### config.mk
export PLATFORM = sky130hd
export DESIGN_NAME = printf_integer_field_formatter_flat
export DESIGN_NICKNAME = d
export VERILOG_FILES = /design/src/sv/pfmt_pkg.sv /design/src/sv/pfmt_if.sv /design/src/sv/pfmt_front.sv /design/src/sv/pfmt_fifo.sv /design/src/sv/pfmt_back.sv /design/src/sv/printf_integer_field_formatter.sv /design/src/flat_wrapper.sv
export SDC_FILE = /design/constraint.sdc
export NUM_CORES = 1
export LEC_CHECK = 0
export BUFFER_PORTS_ARGS = -buffer_cell sky130_fd_sc_hd__buf_4
export CAP_MARGIN = 5
export CELL_PAD_IN_SITES_DETAIL_PLACEMENT = 0
export CELL_PAD_IN_SITES_GLOBAL_PLACEMENT = 1
export CORE_MARGIN = 10
export CORE_UTILIZATION = 45
export CTS_CLUSTER_SIZE = 12
export DETAILED_ROUTE_END_ITERATION = 8
export PLACE_DENSITY = 0.82
export REMOVE_ABC_BUFFERS = 1
export SYNTH_ARGS = -nofsm -noshare
export SYNTH_HDL_FRONTEND = slang
export SYNTH_HIERARCHICAL = 1
export SYNTH_SLANG_ARGS = --single-unit
export TNS_END_PERCENT = 30
### constraint.sdc
create_clock -name clk -period 5.1 [get_ports clk]
set_clock_uncertainty 0.05 [all_clocks]
set_input_delay 0.51 -clock clk [delete_from_list [all_inputs] [get_ports clk]]
set_output_delay 0.51 -clock clk [all_outputs]
set_load 0.02 [all_outputs]
### src/sv/pfmt_pkg.sv
// ---------------------------------------------------------------------------
// pfmt_pkg
// types and constants shared by the integer field formatter
// ---------------------------------------------------------------------------
`default_nettype none
package pfmt_pkg;

	localparam logic [2:0] CONV_SDEC = 3'd0;
	localparam logic [2:0] CONV_UDEC = 3'd1;
	localparam logic [2:0] CONV_OCT  = 3'd2;
	localparam logic [2:0] CONV_HEXL = 3'd3;
	localparam logic [2:0] CONV_HEXU = 3'd4;
	localparam logic [2:0] CONV_PTR  = 3'd5;

	localparam int unsigned MAX_OUT    = 64;
	localparam int unsigned NDIG       = 22;
	localparam int unsigned PTR_PREC   = 16;

	typedef struct packed {
		logic [2:0]  conv_type;
		logic [1:0]  size_code;
		logic        left_align;
		logic        force_plus;
		logic        zero_pad;
		logic        blank_sign;
		logic        alt_form;
		logic [6:0]  field_width;
		logic        precision_given;
		logic [5:0]  digit_precision;
		logic [63:0] value;
	} pfmt_in_t;

	typedef struct packed {
		logic [7:0] character;
		logic       last;
	} pfmt_out_t;

	// classified item handed from front to back
	typedef enum logic [1:0] {BASE_DEC, BASE_OCT, BASE_HEX} base_t;

	typedef struct packed {
		logic [63:0] mag;
		base_t       base;
		logic        upper;
		logic        left;
		logic        zpad;
		logic [1:0]  plen;
		logic [7:0]  pre0;
		logic [7:0]  pre1;
		logic [6:0]  width;
		logic [5:0]  prec;
		logic        oct_alt;
	} pfmt_job_t;

	typedef enum logic [2:0] {
		ST_IDLE, ST_BCD, ST_CONV, ST_SIZE, ST_EMIT
	} pfmt_state_t;

	typedef enum logic [2:0] {
		SEG_LPAD, SEG_PRE, SEG_ZPAD, SEG_ZERO, SEG_DIG, SEG_RPAD, SEG_DONE
	} pfmt_seg_t;

	function automatic logic [7:0] hex_char(input logic [3:0] d, input logic upper);
		logic [7:0] r;
		if (d < 4'd10) r = 8'h30 + {4'd0, d};
		else if (upper) r = 8'h37 + {4'd0, d};
		else r = 8'h57 + {4'd0, d};
		return r;
	endfunction

endpackage
`default_nettype wire

### src/sv/pfmt_if.sv
// ---------------------------------------------------------------------------
// pfmt_if
// valid/ready channel carrying one payload
// ---------------------------------------------------------------------------
`default_nettype none
interface pfmt_if #(parameter type payload_t = logic) ();
	logic     valid;
	logic     ready;
	payload_t data;
	modport source (output valid, output data, input ready);
	modport sink (input valid, input data, output ready);
endinterface
`default_nettype wire

### src/sv/pfmt_front.sv
// ---------------------------------------------------------------------------
// pfmt_front
// accepts an item, sizes and signs the value, builds the prefix
// ---------------------------------------------------------------------------
`default_nettype none
module pfmt_front #(
	parameter int unsigned MAX_WIDTH     = 64,
	parameter int unsigned MAX_PRECISION = 40
) (
	input  wire logic                clk,
	input  wire logic                arst_n,
	input  wire pfmt_pkg::pfmt_in_t  in_data,
	input  wire logic                in_valid,
	output logic                     in_ready,
	output pfmt_pkg::pfmt_job_t      job,
	output logic                     job_valid,
	input  wire logic                job_ready
);
	import pfmt_pkg::*;

	logic [2:0]  conv;
	logic [63:0] mask, mag_u, mag;
	logic        neg, left, plus, blank;
	logic [6:0]  wid;
	logic [5:0]  prec;
	pfmt_job_t   j;
	logic        signbit;

	always_comb begin
		conv = (in_data.conv_type > CONV_PTR) ? CONV_UDEC : in_data.conv_type;
		left = in_data.left_align;
		plus = in_data.force_plus;
		blank = in_data.blank_sign & ~plus;
		wid = (in_data.field_width > 7'(MAX_WIDTH)) ? 7'(MAX_WIDTH) : in_data.field_width;
		if (conv == CONV_PTR) begin
			mask = '1;
			prec = 6'(PTR_PREC);
			signbit = in_data.value[63];
		end else begin
			case (in_data.size_code)
				2'd0: begin mask = 64'hFF; signbit = in_data.value[7]; end
				2'd1: begin mask = 64'hFFFF; signbit = in_data.value[15]; end
				2'd2: begin mask = 64'hFFFF_FFFF; signbit = in_data.value[31]; end
				default: begin mask = '1; signbit = in_data.value[63]; end
			endcase
			if (!in_data.precision_given) prec = 6'd1;
			else if (in_data.digit_precision > 6'(MAX_PRECISION)) prec = 6'(MAX_PRECISION);
			else prec = in_data.digit_precision;
		end
		mag_u = in_data.value & mask;
		neg = (conv == CONV_SDEC) && signbit;
		mag = neg ? ((~mag_u + 64'd1) & mask) : mag_u;
		j = '0;
		j.mag = mag;
		j.left = left;
		j.zpad = in_data.zero_pad & ~left;
		j.width = wid;
		j.prec = prec;
		j.upper = (conv != CONV_HEXL);
		j.pre0 = 8'h30;
		j.pre1 = (conv == CONV_HEXL) ? 8'h78 : 8'h58;
		case (conv)
			CONV_SDEC, CONV_UDEC: j.base = BASE_DEC;
			CONV_OCT: j.base = BASE_OCT;
			default: j.base = BASE_HEX;
		endcase
		if (conv == CONV_SDEC) begin
			j.plen = (neg | plus | blank) ? 2'd1 : 2'd0;
			j.pre0 = neg ? 8'h2D : (plus ? 8'h2B : 8'h20);
		end else if (in_data.alt_form && conv == CONV_OCT) begin
			j.oct_alt = 1'b1; // decided once digit count is known
		end else if (in_data.alt_form && conv >= CONV_HEXL && mag != 64'd0) begin
			j.plen = 2'd2;
		end
	end

	// single-entry output register towards the queue
	assign in_ready = ~job_valid | job_ready;

	always_ff @(posedge clk or negedge arst_n) begin
		if (!arst_n) begin
			job_valid <= 1'b0;
		end else if (in_ready) begin
			job_valid <= in_valid;
		end
	end

	always_ff @(posedge clk) begin
		if (in_ready && in_valid) job <= j;
	end
endmodule
`default_nettype wire

### src/sv/pfmt_fifo.sv
// ---------------------------------------------------------------------------
// pfmt_fifo
// two-entry queue between front and back
// ---------------------------------------------------------------------------
`default_nettype none
module pfmt_fifo (
	input  wire logic                 clk,
	input  wire logic                 arst_n,
	input  wire pfmt_pkg::pfmt_job_t  wr_data,
	input  wire logic                 wr_valid,
	output logic                      wr_ready,
	output pfmt_pkg::pfmt_job_t       rd_data,
	output logic                      rd_valid,
	input  wire logic                 rd_ready
);
	import pfmt_pkg::*;

	pfmt_job_t  mem_q [2];
	logic       wp_q, rp_q;
	logic [1:0] cnt_q;
	logic       wr, rd;

	assign wr_ready = (cnt_q != 2'd2);
	assign rd_valid = (cnt_q != 2'd0);
	assign rd_data  = mem_q[rp_q];
	assign wr = wr_valid & wr_ready;
	assign rd = rd_valid & rd_ready;

	always_ff @(posedge clk or negedge arst_n) begin
		if (!arst_n) begin
			wp_q <= 1'b0;
			rp_q <= 1'b0;
			cnt_q <= 2'd0;
		end else begin
			if (wr) wp_q <= ~wp_q;
			if (rd) rp_q <= ~rp_q;
			cnt_q <= cnt_q + {1'b0, wr} - {1'b0, rd};
		end
	end

	always_ff @(posedge clk) begin
		if (wr) mem_q[wp_q] <= wr_data;
	end
endmodule
`default_nettype wire

### src/sv/pfmt_back.sv
// ---------------------------------------------------------------------------
// pfmt_back
// converts the magnitude to digits and streams the field
// ---------------------------------------------------------------------------
`default_nettype none
module pfmt_back (
	input  wire logic                 clk,
	input  wire logic                 arst_n,
	input  wire pfmt_pkg::pfmt_job_t  job,
	input  wire logic                 job_valid,
	output logic                      job_ready,
	output pfmt_pkg::pfmt_out_t       out_data,
	output logic                      out_valid,
	input  wire logic                 out_ready
);
	import pfmt_pkg::*;

	localparam int unsigned DW   = $clog2(NDIG + 1);
	localparam int unsigned NBCD = 20;

	pfmt_state_t state_q, state_d;
	pfmt_job_t   job_q;
	logic [79:0] rem_q;
	logic [79:0] bcd_q;
	logic [5:0]  bit_q;
	logic [3:0]  dig_q [NDIG];
	logic [DW-1:0] nd_q;
	logic [6:0]  zeros_q, pad_q, cnt_q;
	logic [1:0]  plen_q;
	pfmt_seg_t   seg_q;
	logic [6:0]  idx_q;

	// decimal: shift-and-add-3 to bcd, digits then peeled as nibbles
	logic [79:0] bcd_adj, bcd_nx;
	always_comb begin
		for (int k = 0; k < NBCD; k++) begin
			bcd_adj[4*k +: 4] = (bcd_q[4*k +: 4] >= 4'd5) ? bcd_q[4*k +: 4] + 4'd3
				: bcd_q[4*k +: 4];
		end
		bcd_nx = {bcd_adj[78:0], rem_q[63]};
	end

	// one digit per cycle: octal by 3-bit shift, hex and bcd by 4-bit shift
	logic [79:0] q;
	logic [3:0]  d;
	always_comb begin
		if (job_q.base == BASE_OCT) begin
			q = rem_q >> 3;
			d = {1'b0, rem_q[2:0]};
		end else begin
			q = rem_q >> 4;
			d = rem_q[3:0];
		end
	end

	// sizing of the field once digits are known
	logic [6:0] zeros_c, plen_c, flen_c, pad_c;
	always_comb begin
		zeros_c = (7'(job_q.prec) > 7'(nd_q)) ? 7'(job_q.prec) - 7'(nd_q) : 7'd0;
		plen_c = {5'd0, job_q.plen};
		if (job_q.oct_alt && zeros_c == 7'd0) plen_c = 7'd1;
		flen_c = plen_c + zeros_c + 7'(nd_q);
		pad_c = (job_q.width > flen_c) ? job_q.width - flen_c : 7'd0;
	end

	// segment walker
	logic       emit;
	logic [7:0] ch;
	logic [6:0] seg_len;
	pfmt_seg_t  seg_nx;
	logic [DW-1:0] dsel;
	always_comb begin
		case (seg_q)
			SEG_LPAD: seg_len = (!job_q.left && !job_q.zpad) ? pad_q : 7'd0;
			SEG_PRE:  seg_len = {5'd0, plen_q};
			SEG_ZPAD: seg_len = job_q.zpad ? pad_q : 7'd0;
			SEG_ZERO: seg_len = zeros_q;
			SEG_DIG:  seg_len = 7'(nd_q);
			SEG_RPAD: seg_len = job_q.left ? pad_q : 7'd0;
			default:  seg_len = 7'd0;
		endcase
		seg_nx = (seg_q == SEG_DONE) ? SEG_DONE : pfmt_seg_t'(seg_q + 3'd1);
		dsel = DW'(7'(nd_q) - 7'd1 - idx_q);
		case (seg_q)
			SEG_LPAD, SEG_RPAD: ch = 8'h20;
			SEG_PRE: ch = (idx_q == 7'd0) ? job_q.pre0 : job_q.pre1;
			SEG_DIG: ch = hex_char(dig_q[dsel], job_q.upper);
			default: ch = 8'h30;
		endcase
		emit = (state_q == ST_EMIT) && (seg_q != SEG_DONE) && (idx_q < seg_len)
			&& (cnt_q < 7'(MAX_OUT));
	end

	logic outreg_free;
	logic fire;
	assign outreg_free = ~out_valid | out_ready;
	assign fire = emit & outreg_free;
	assign job_ready = (state_q == ST_IDLE);

	always_comb begin
		state_d = state_q;
		case (state_q)
			ST_IDLE: if (job_valid) state_d = (job.base == BASE_DEC) ? ST_BCD : ST_CONV;
			ST_BCD:  if (bit_q == 6'd63) state_d = ST_CONV;
			ST_CONV: if (rem_q == 80'd0) state_d = ST_SIZE;
			ST_SIZE: state_d = ST_EMIT;
			ST_EMIT: if (seg_q == SEG_DONE) state_d = ST_IDLE;
			default: state_d = ST_IDLE;
		endcase
	end

	always_ff @(posedge clk or negedge arst_n) begin
		if (!arst_n) begin
			state_q <= ST_IDLE;
			seg_q <= SEG_LPAD;
			idx_q <= 7'd0;
			cnt_q <= 7'd0;
			nd_q <= '0;
			bit_q <= 6'd0;
			out_valid <= 1'b0;
		end else begin
			state_q <= state_d;
			if (fire) out_valid <= 1'b1;
			else if (out_ready) out_valid <= 1'b0;
			case (state_q)
				ST_IDLE: begin
					nd_q <= '0;
					cnt_q <= 7'd0;
					seg_q <= SEG_LPAD;
					idx_q <= 7'd0;
					bit_q <= 6'd0;
				end
				ST_BCD: bit_q <= bit_q + 6'd1;
				ST_CONV: if (rem_q != 80'd0) nd_q <= nd_q + DW'(1);
				ST_EMIT: begin
					if (emit) begin
						if (outreg_free) begin
							cnt_q <= cnt_q + 7'd1;
							if (idx_q + 7'd1 >= seg_len) begin
								idx_q <= 7'd0;
								seg_q <= seg_nx;
							end else begin
								idx_q <= idx_q + 7'd1;
							end
						end
					end else if (seg_q != SEG_DONE) begin
						// empty segment, or output full at the length limit
						if (cnt_q >= 7'(MAX_OUT)) seg_q <= SEG_DONE;
						else begin
							idx_q <= 7'd0;
							seg_q <= seg_nx;
						end
					end
				end
				default: ;
			endcase
		end
	end

	// last flag: no further character follows in this field
	logic last_c;
	always_comb begin
		last_c = (cnt_q + 7'd1 == 7'(MAX_OUT))
			|| (cnt_q + 7'd1 == pad_q + {5'd0, plen_q} + zeros_q + 7'(nd_q));
	end

	always_ff @(posedge clk) begin
		if (state_q == ST_IDLE && job_valid) begin
			job_q <= job;
			rem_q <= {16'd0, job.mag};
			bcd_q <= '0;
		end
		if (state_q == ST_BCD) begin
			bcd_q <= bcd_nx;
			rem_q <= (bit_q == 6'd63) ? bcd_nx : {rem_q[78:0], 1'b0};
		end
		if (state_q == ST_CONV && rem_q != 80'd0) begin
			dig_q[nd_q[$clog2(NDIG)-1:0]] <= d;
			rem_q <= q;
		end
		if (state_q == ST_SIZE) begin
			zeros_q <= zeros_c;
			pad_q <= pad_c;
			plen_q <= plen_c[1:0];
		end
		if (fire) begin
			out_data.character <= ch;
			out_data.last <= last_c;
		end
	end
endmodule
`default_nettype wire

### src/sv/printf_integer_field_formatter.sv
// ---------------------------------------------------------------------------
// printf_integer_field_formatter
// formats one parsed printf integer conversion into a stream of characters
// ---------------------------------------------------------------------------
// an item enters the front, which cuts the value to size, takes its
// magnitude and settles the sign or hex prefix; the octal prefix is left
// to the back. the item then waits in a two-entry queue. the back loads
// the item while idle; decimal items then turn the binary magnitude into
// bcd. digits are next peeled one per cycle (up to 22 for octal, 20 for
// decimal, 16 for hex, none for zero), and the field is then sized.
// characters then go out one per cycle while the sink is ready, with last
// on the final one; each empty segment of the field is skipped in a step
// of its own, and a last step finishes. sink stalls hold up the emission.
// the front takes up to three further items (its register and the queue)
// while the back is still busy. an empty field yields no item at the output.
`default_nettype none
module printf_integer_field_formatter #(
	parameter int unsigned MAX_WIDTH     = 64,
	parameter int unsigned MAX_PRECISION = 40
) (
	input  wire logic clk,
	input  wire logic arst_n,
	pfmt_if.sink      in_ch,
	pfmt_if.source    out_ch
);
	import pfmt_pkg::*;

	pfmt_job_t f_job, q_job;
	logic      f_valid, f_ready, q_valid, q_ready;
	pfmt_out_t o_data;

	// front: classify and size the item
	pfmt_front #(.MAX_WIDTH(MAX_WIDTH), .MAX_PRECISION(MAX_PRECISION)) u_front (
		.clk, .arst_n,
		.in_data(in_ch.data), .in_valid(in_ch.valid), .in_ready(in_ch.ready),
		.job(f_job), .job_valid(f_valid), .job_ready(f_ready)
	);

	// short queue decoupling the two halves
	pfmt_fifo u_fifo (
		.clk, .arst_n,
		.wr_data(f_job), .wr_valid(f_valid), .wr_ready(f_ready),
		.rd_data(q_job), .rd_valid(q_valid), .rd_ready(q_ready)
	);

	// back: digit conversion and character emission
	pfmt_back u_back (
		.clk, .arst_n,
		.job(q_job), .job_valid(q_valid), .job_ready(q_ready),
		.out_data(o_data), .out_valid(out_ch.valid), .out_ready(out_ch.ready)
	);

	assign out_ch.data = o_data;
endmodule
`default_nettype wire

### src/flat_wrapper.sv
// flat-port wrapper written by rule: the top's interface ports become plain ports
module printf_integer_field_formatter_flat import pfmt_pkg::*;
#(
	parameter int unsigned MAX_WIDTH     = 64,
	parameter int unsigned MAX_PRECISION = 40
)
  (clk, arst_n, in_ch_valid, in_ch_data, in_ch_ready, out_ch_valid, out_ch_data, out_ch_ready);
  pfmt_if #(.payload_t(pfmt_in_t)) in_ch_i ();
  pfmt_if #(.payload_t(pfmt_out_t)) out_ch_i ();
  input  wire logic clk;
  input  wire logic arst_n;
  input wire logic [$bits(in_ch_i.valid)-1:0] in_ch_valid;
  input wire logic [$bits(in_ch_i.data)-1:0] in_ch_data;
  output wire logic [$bits(in_ch_i.ready)-1:0] in_ch_ready;
  output wire logic [$bits(out_ch_i.valid)-1:0] out_ch_valid;
  output wire logic [$bits(out_ch_i.data)-1:0] out_ch_data;
  input wire logic [$bits(out_ch_i.ready)-1:0] out_ch_ready;
  assign in_ch_i.valid = in_ch_valid;
  assign in_ch_i.data = in_ch_data;
  assign in_ch_ready = in_ch_i.ready;
  assign out_ch_valid = out_ch_i.valid;
  assign out_ch_data = out_ch_i.data;
  assign out_ch_i.ready = out_ch_ready;
  printf_integer_field_formatter #(.MAX_WIDTH(MAX_WIDTH), .MAX_PRECISION(MAX_PRECISION)) u_core (.clk(clk), .arst_n(arst_n), .in_ch(in_ch_i), .out_ch(out_ch_i));
endmodule
==> Yosys cells after proc, flatten, opt, wreduce, memory -nomap -nowiden <==
Memories as Yosys holds them, arrays and structs flattened.
Index checks and enable logic that the tools add are counted.
{ "word_totals": {"regBits": 360, "ram_bits": 290, "in_bits": 92, "out_inout_bits": 11, "word_cells": 297, "n_memories": 2} }
{ "classes": {"addsub": 40, "order_cmp": 31, "eq_ne": 34, "mux": 86, "n_bitwise": 20, "n_reduce_logical": 42} }
{ "mem_list": {"columns": ["memory", "words", "word_bits", "read_ports", "rd_ports_with_merged_regs", "wr", "line_no", "source"], "rows": [
  ["u_core.u_fifo.mem_q", 2, 101, 1, 0, 1, "pfmt_fifo.sv:18", "pfmt_job_t mem_q [2];"],
  ["u_core.u_back.dig_q", 22, 4, 1, 0, 1, "pfmt_back.sv:26", "logic [3:0] dig_q [NDIG];"]
]} }
{ "ops": {"columns": ["cell", "count"], "rows": [
  ["2-to-1 mux 80 bit", 6],
  ["case mux 64 bit (3 select lines)", 1],
  ["AND 64 bit", 2],
  ["2-to-1 mux 64 bit", 2],
  ["2-to-1 mux 4 bit", 22],
  [">= comparator 4 x 3 -> 1 bit, second input constant", 20],
  ["zero test 80 bit", 1],
  ["nonzero test 80 bit", 1],
  ["2-to-1 mux 7 bit", 11],
  ["2-to-1 mux 77 bit", 1],
  ["adder 4 x 2 -> 4 bit, second input constant", 19],
  ["adder 64 x 1 -> 64 bit, second input constant", 1],
  ["NOT 64 bit", 1],
  ["nonzero test 64 bit", 1],
  ["case mux 7 bit (6 select lines)", 1],
  ["2-to-1 mux 3 bit", 12],
  ["case mux 7 bit (2 select lines)", 2],
  ["2-to-1 mux 8 bit", 3],
  ["case mux 8 bit (3 select lines)", 1],
  ["== test 3 x 2 -> 1 bit, second input constant", 6],
  ["== test 3 bit, second input constant", 5],
  ["case mux 3 bit (5 select lines)", 1],
  ["adder 6 x 4 -> 7 bit, first input constant", 2],
  ["adder 7 x 1 -> 7 bit, second input constant", 2],
  ["60 further kinds", 129]
]} }

==> Longest topological paths before layout <==
{ "logic_depth": {"word_depth": 14, "ltp_mapped": 24, "ltp_nobuf": 24} }

==> Hierarchy <==
The synthesis kept the hierarchy.
{ "modules_own_cells": {"columns": ["module", "n_inst", "cells_each", "area_each_um2", "seq_area_each_um2"], "rows": [
  ["pfmt_back", 1, 1758, 19180.9, 10109.7],
  ["pfmt_fifo", 1, 331, 7513.5, 6165.9],
  ["pfmt_front", 1, 555, 5585.4, 2727.6]
]} }

==> Least setup slack after synthesis <==
Ideal clock, no wire load.
{ "synth_timing": {"kind": "register to register", "from": "register u_core.u_fifo.cnt_q[1]", "to": "memory u_core/u_fifo/mem_q[0][0] (netlist bit), enable pin", "setup_ps": 562, "t_arrival_ps": 4783, "required_ps": 4488, "slack_ps": -295, "stages_incl_launch_ff": 4, "path_buffers": 0, "path_cell_list": "dfrtp_1 nand2b_1 nand2_1 nor2_1"} }
{ "synth_between": {"elab_chain_len": 4} }
{ "synth_rtl": {"columns": ["element", "line_no", "source"], "rows": [
  ["start: declaration", "pfmt_fifo.sv:20", "logic [1:0] cnt_q;"],
  ["start signal: assignment", "pfmt_fifo.sv:37", "cnt_q <= cnt_q + {1'b0, wr} - {1'b0, rd};"],
  ["!= test 2 bit", "pfmt_fifo.sv:23", "assign wr_ready = (cnt_q != 2'd2);"],
  ["named net u_core.f_ready", "printf_integer_field_formatter.sv:29", "logic f_valid, f_ready, q_valid, q_ready;"],
  ["AND 1 bit", "pfmt_fifo.sv:26", "assign wr = wr_valid & wr_ready;"],
  ["2-to-1 mux 1 bit", "pfmt_fifo.sv:42", "if (wr) mem_q[wp_q] <= wr_data;"],
  ["2-to-1 mux 1 bit (not written as such)", "pfmt_fifo.sv:42", null],
  ["end: declaration", "pfmt_fifo.sv:18", null]
]} }
The timed path passes the listed nets, and every way through them passes these cells.

==> Final worst setup path <==
{ "layout_timing": {"from": "register u_core/u_back/job_q[2] (netlist bit)", "to": "register u_core.u_back.pad_q[2], data pin"} }
{ "layout_between": {"elab_chain_len": 8, "word_cells_on_any_way": 10} }
{ "layout_rtl": {"columns": ["element", "line_no", "source"], "rows": [
  ["start: declaration", "pfmt_back.sv:22", "pfmt_job_t job_q;"],
  ["start signal: assignment", "pfmt_back.sv:169", "job_q <= job;"],
  ["subtractor 6 x 5 -> 7 bit or > comparator 6 x 5 -> 1 bit (tied branches)", "pfmt_back.sv:59", "zeros_c = (7'(job_q.prec) > 7'(nd_q)) ? 7'(job_q.prec) - 7'(nd_q) : 7'd0;"],
  ["2-to-1 mux 7 bit (*)", "pfmt_back.sv:59", null],
  ["named net u_core.u_back.zeros_c[3]", "pfmt_back.sv:57", "logic [6:0] zeros_c, plen_c, flen_c, pad_c;"],
  ["zero test 7 bit (*)", "pfmt_back.sv:61", "if (job_q.oct_alt && zeros_c == 7'd0) plen_c = 7'd1;"],
  ["logical AND 1 bit (*)", "pfmt_back.sv:61", null],
  ["2-to-1 mux 2 bit (*)", "pfmt_back.sv:61", null],
  ["named net u_core.u_back.plen_c[1]", "pfmt_back.sv:57", null],
  ["adder 7 bit (*)", "pfmt_back.sv:62", "flen_c = plen_c + zeros_c + 7'(nd_q);"],
  ["adder 7 x 5 -> 7 bit (*)", "pfmt_back.sv:62", null],
  ["subtractor 7 bit or > comparator 7 bit (tied branches)", "pfmt_back.sv:63", "pad_c = (job_q.width > flen_c) ? job_q.width - flen_c : 7'd0;"],
  ["end signal: assignment", "pfmt_back.sv:183", "pad_q <= pad_c;"],
  ["end: declaration", "pfmt_back.sv:28", "logic [6:0] zeros_q, pad_q, cnt_q;"]
]} }
Mark *: on every way through the listed nets, which the timed path passes. The rest lies on a longest branch.
A chain may end at the register's enable or synchronous reset.

==> metrics.md <==
| Metric | Value |
|---|---|
| Register clock-pin slew on the reported worst setup and hold paths | 60 ps |
| Final core occ | 50.9% |
| Worst EP arrival | 5180 ps |
| First-pass GRT wire length | 121000 um |
| Pre-antenna DRT Iters | 6 |
| Crit-path cells | ha_1 -> nor2b_1 -> o21ai_1 -> nand2b_1 -> buf_4 -> xor2_1 -> and3_1 -> nand2b_1 -> a2111oi_4 -> nor2b_2 -> fa_1 -> ha_2 -> inv_1 -> fa_2 -> ha_1 -> o21ai_2 -> a21oi_2 -> o21ai_2 -> a21oi_2 -> o21a_1 -> o22ai_1 -> buf_4 -> nor2_1 |
| Clock buffer depth | 3 |
| Max Cap Violations | 0 |
| Worst-Margin Slew | 1170 ps |
| Dpl hpwl | 53900 um |
| Sequential fraction of the synthesis area | 58.9% |
| Core box area | 71200 sq um |
| CTS tree | yes |
| Placed cell areas | 34100 sq um |
| # fillers | 6112 |
| Area Overhead vs Synth | 12.4% |
| Vias post-DR | 21600 |
| RSZ-0062 raised after global routing | true |
| Initial Utilization | 45.3% |
| Synth unique cells | 103 |
| Gpl congestion | 0.869 |
| IO Pins | 103 |
| Vias in the first global route | 21500 |
| Slew HR | 22.2% |
| Layout cells sized above 1 | 15.3% |
| HP Class | input pin to register |
| Pwr Density | 679 nW/um^2 |
| Final Cycle Share | 95.4% |
| Maximum vdd drop | 0.000850 V |
| Drc violations | 0 |
| Die span in x | 288 um |
| Post-Route WL | 77600 um |
| Placement Setup Slack | -32.0 ps |
| Num Clock Sinks | 639 |
| Crit Path Class | register to register |
| Fin nets | 2968 |
| Commonest non-fill, non-tap cells in the layout | 602 x edfxtp_1, 252 x nand2_1, 235 x nor2_1 |
| Remaining Overflow, GRT | 0 |
| Worst skew pair latency | 620 ps |
| Ys flop type | edfxtp_1 |
| Initial antenna violation count | 0 |
| YS warnings | 6 |
| Clk root buf | clkbuf_16 |
| CP max stage delay | 510 ps |
| Post-synth EDFFs | 602 |
| Synth async-reset ratio | 5.79% |
| Die area | 82800 sq um |
| Worst EP required | 5410 ps |
| CTS Buf Count | 69 |
| Rows | 98 |
| Routed Antenna Nets | 0 |
| Design area | 36300 sq um |
| Die Y | 288 um |
| Syn avg cell area | 12.2 sq um |
| Reg2Reg Depth | 23 |
| Pwr Total | 24.6 mW |
| Critical Path Source Type | register |
| Largest net degree at the start of global routing | 83 |
| Leakage power | 13.1 nW |
| Min Tclk post-route | 4870 ps |
| Endpoints failing setup | 0 |
| Fmax achieved | 0.205 GHz |
| Syn Std Cell Area | 32300 sq um |
| Max Fanout on Critical Path | 7 |
| 1st-iter DRT viols | 1757 |
| Slew Viols, Final | 0 |
| Outcome | completed |
| Port buffer count | 102 |
| Most common cell after layout, fill and taps aside | edfxtp_1 |
| Final worst slack | 233 ps |
| WL per Instance | 20.7 um |
| Vias per inst | 5.76 |
| H-tree depth | 3 |
| Seq cells post-synth | 639 |
| Syn Inst Count | 2644 |
| Critical path endpoint category | register |
| Gr usage total | 18.4% |
| Worst path slowest cell | fa_1 |
| Worst hold path depth | 1 |
| Ant diodes | 0 |
| Total negative slack | 0 ps |
| Final hold vios | 0 |
## timing repair
item	4_1_cts	5_1_grt
endpoints found under the hold margin	37	0
setup endpoints to repair	7	7
hold buffers	1	0
gates resized for setup	2	17
pin swaps	0	7
setup buffers	0	3
## per-stage QoR
step,hold slack [ps],cells
2_1_floorplan,164,2527
3_3_place_gp,373,3630
3_5_place_dp,383,3630
4_1_cts,20.7,3745
5_1_grt,24.2,3748
6_report,50.7,3748
## final timing paths
path                       slack (ps)                                   end                             start
max in group asynchronous        4140        u_core/u_fifo/rp_q$_DFFE_PN0P_                            arst_n
min                                50      u_core/u_front/job[33]$_DFFE_PP_                    in_ch_data[82]
min reg2reg                       390  u_core/u_fifo/mem_q[1][50]$_DFFE_PP_  u_core/u_front/job[50]$_DFFE_PP_
max                               230  u_core/u_back/pad_q[2]$_SDFFCE_PP0P_  u_core/u_back/job_q[2]$_DFFE_PP_
min in group asynchronous         390        u_core/u_fifo/wp_q$_DFFE_PN0N_                            arst_n
max reg2reg                       230  u_core/u_back/pad_q[2]$_SDFFCE_PP0P_  u_core/u_back/job_q[2]$_DFFE_PP_
## power by group
| group | switching (mW) | total [mW] | internal, mW |
|---|---|---|---|
| combinational | 5.95 | 10.1 | 4.17 |
| clock | 2.01 | 4.73 | 2.72 |
| sequential | 1.28 | 9.78 | 8.50 |
| total | 9.24 | 24.6 | 15.4 |
## state kept, by name, summed over array words and instances, names as in the netlist, 2 cells and up
signal	cells
u_core/u_back/cnt_q	7
u_core/u_front/job	90
u_core/u_fifo/mem_q	202
u_core/u_back/dig_q	88
u_core/u_back/job_q	37
u_core/u_back/out_data	9
u_core/u_back/rem_q	80
u_core/u_back/nd_q	5
u_core/u_back/bcd_q	80
u_core/u_back/plen_q	2
u_core/u_back/pad_q	7
u_core/u_back/state_q	3
u_core/u_fifo/cnt_q	2
u_core/u_back/idx_q	7
u_core/u_back/bit_q	6
u_core/u_back/zeros_q	7
u_core/u_back/seg_q	3
## worst max-delay path: cells and delay by family, from the launching register on
| family | cells | cell delay (ps) |
|---|---|---|
| XOR/XNOR | 1 | 130 |
| flip-flops | 1 | 390 |
| buffers and inverters | 3 | 360 |
| AO/OA/AOI/OAI | 8 | 1190 |
| adder cells (fa/ha/maj) | 5 | 1770 |
| AND/OR/NAND/NOR | 6 | 750 |
## area by class of cell
| type | instances | area (sq um) | share of cell area, % |
|---|---|---|---|
| flip-flops and latches | 639 | 19000 | 52.4 |
| clock inverters | 23 | 255 | 0.704 |
| clock buffers | 91 | 1850 | 5.11 |
| well taps | 950 | 1190 | 3.28 |
| inverters | 95 | 357 | 0.983 |
| multi-input cells | 1793 | 12400 | 34.2 |
| repair buffers | 157 | 1190 | 3.29 |
## cells in the mapped netlist (5+ instances only)
library cell	number	area [sq um]
edfxtp_1	602	18100
nand2_1	254	953
nor2_1	238	893
o21ai_0	143	716
a21oi_1	133	666
ha_1	108	1350
mux2_2	107	1200
inv_1	93	349
xnor2_1	87	762
a31oi_1	81	507
clkbuf_1	76	285
and3_1	73	457
a22oi_1	63	473
xor2_1	49	429
nor4_1	41	257
nor3_1	40	200
dfrtp_1	37	926
nand3_1	37	185
mux2i_1	35	350
nand2b_1	30	188
o22ai_1	21	131
nor2b_1	17	106
a21o_1	16	120
nand4_1	15	93.8
buf_4	13	97.6
fa_1	13	260
buf_6	12	135
mux4_1	12	315
o31ai_1	12	90.1
or3_1	11	68.8
and2_1	10	62.6
buf_1	10	37.5
mux4_2	9	203
a211oi_1	7	52.6
a22o_1	7	61.3
o211ai_1	6	45.0
a221oi_1	5	43.8
a222oi_1	5	50.1
buf_2	5	25.0
clkbuf_8	5	68.8
o22a_1	5	43.8
or2_2	5	31.3
## logic make-up (layout without fill, tap and decap cells)
kind of cell,Yosys count,in the layout,share of synthesized area [%]
and+or+nand+nor,810,810,12.0
other,2,10,0.0233
AOI/OAI and AO/OA,549,549,10.6
buffers and inverters,220,366,3.26
xor gates and xnor gates,138,138,3.79
adders and majority gates,121,121,4.99
DFF,639,639,58.9
muxes,165,165,6.51
## layer usage
layer | up-vias | wire length (um) | track usage, %
met5 | - | 0 | 0
met4 | 0 | 2110 | 6.51
met3 | 120 | 4790 | 3.02
met2 | 734 | 37400 | 30.5
met1 | 10600 | 33200 | 24.0
li1 | 10100 | - | -
No activity file was read; power rests on OpenSTA's default activity.
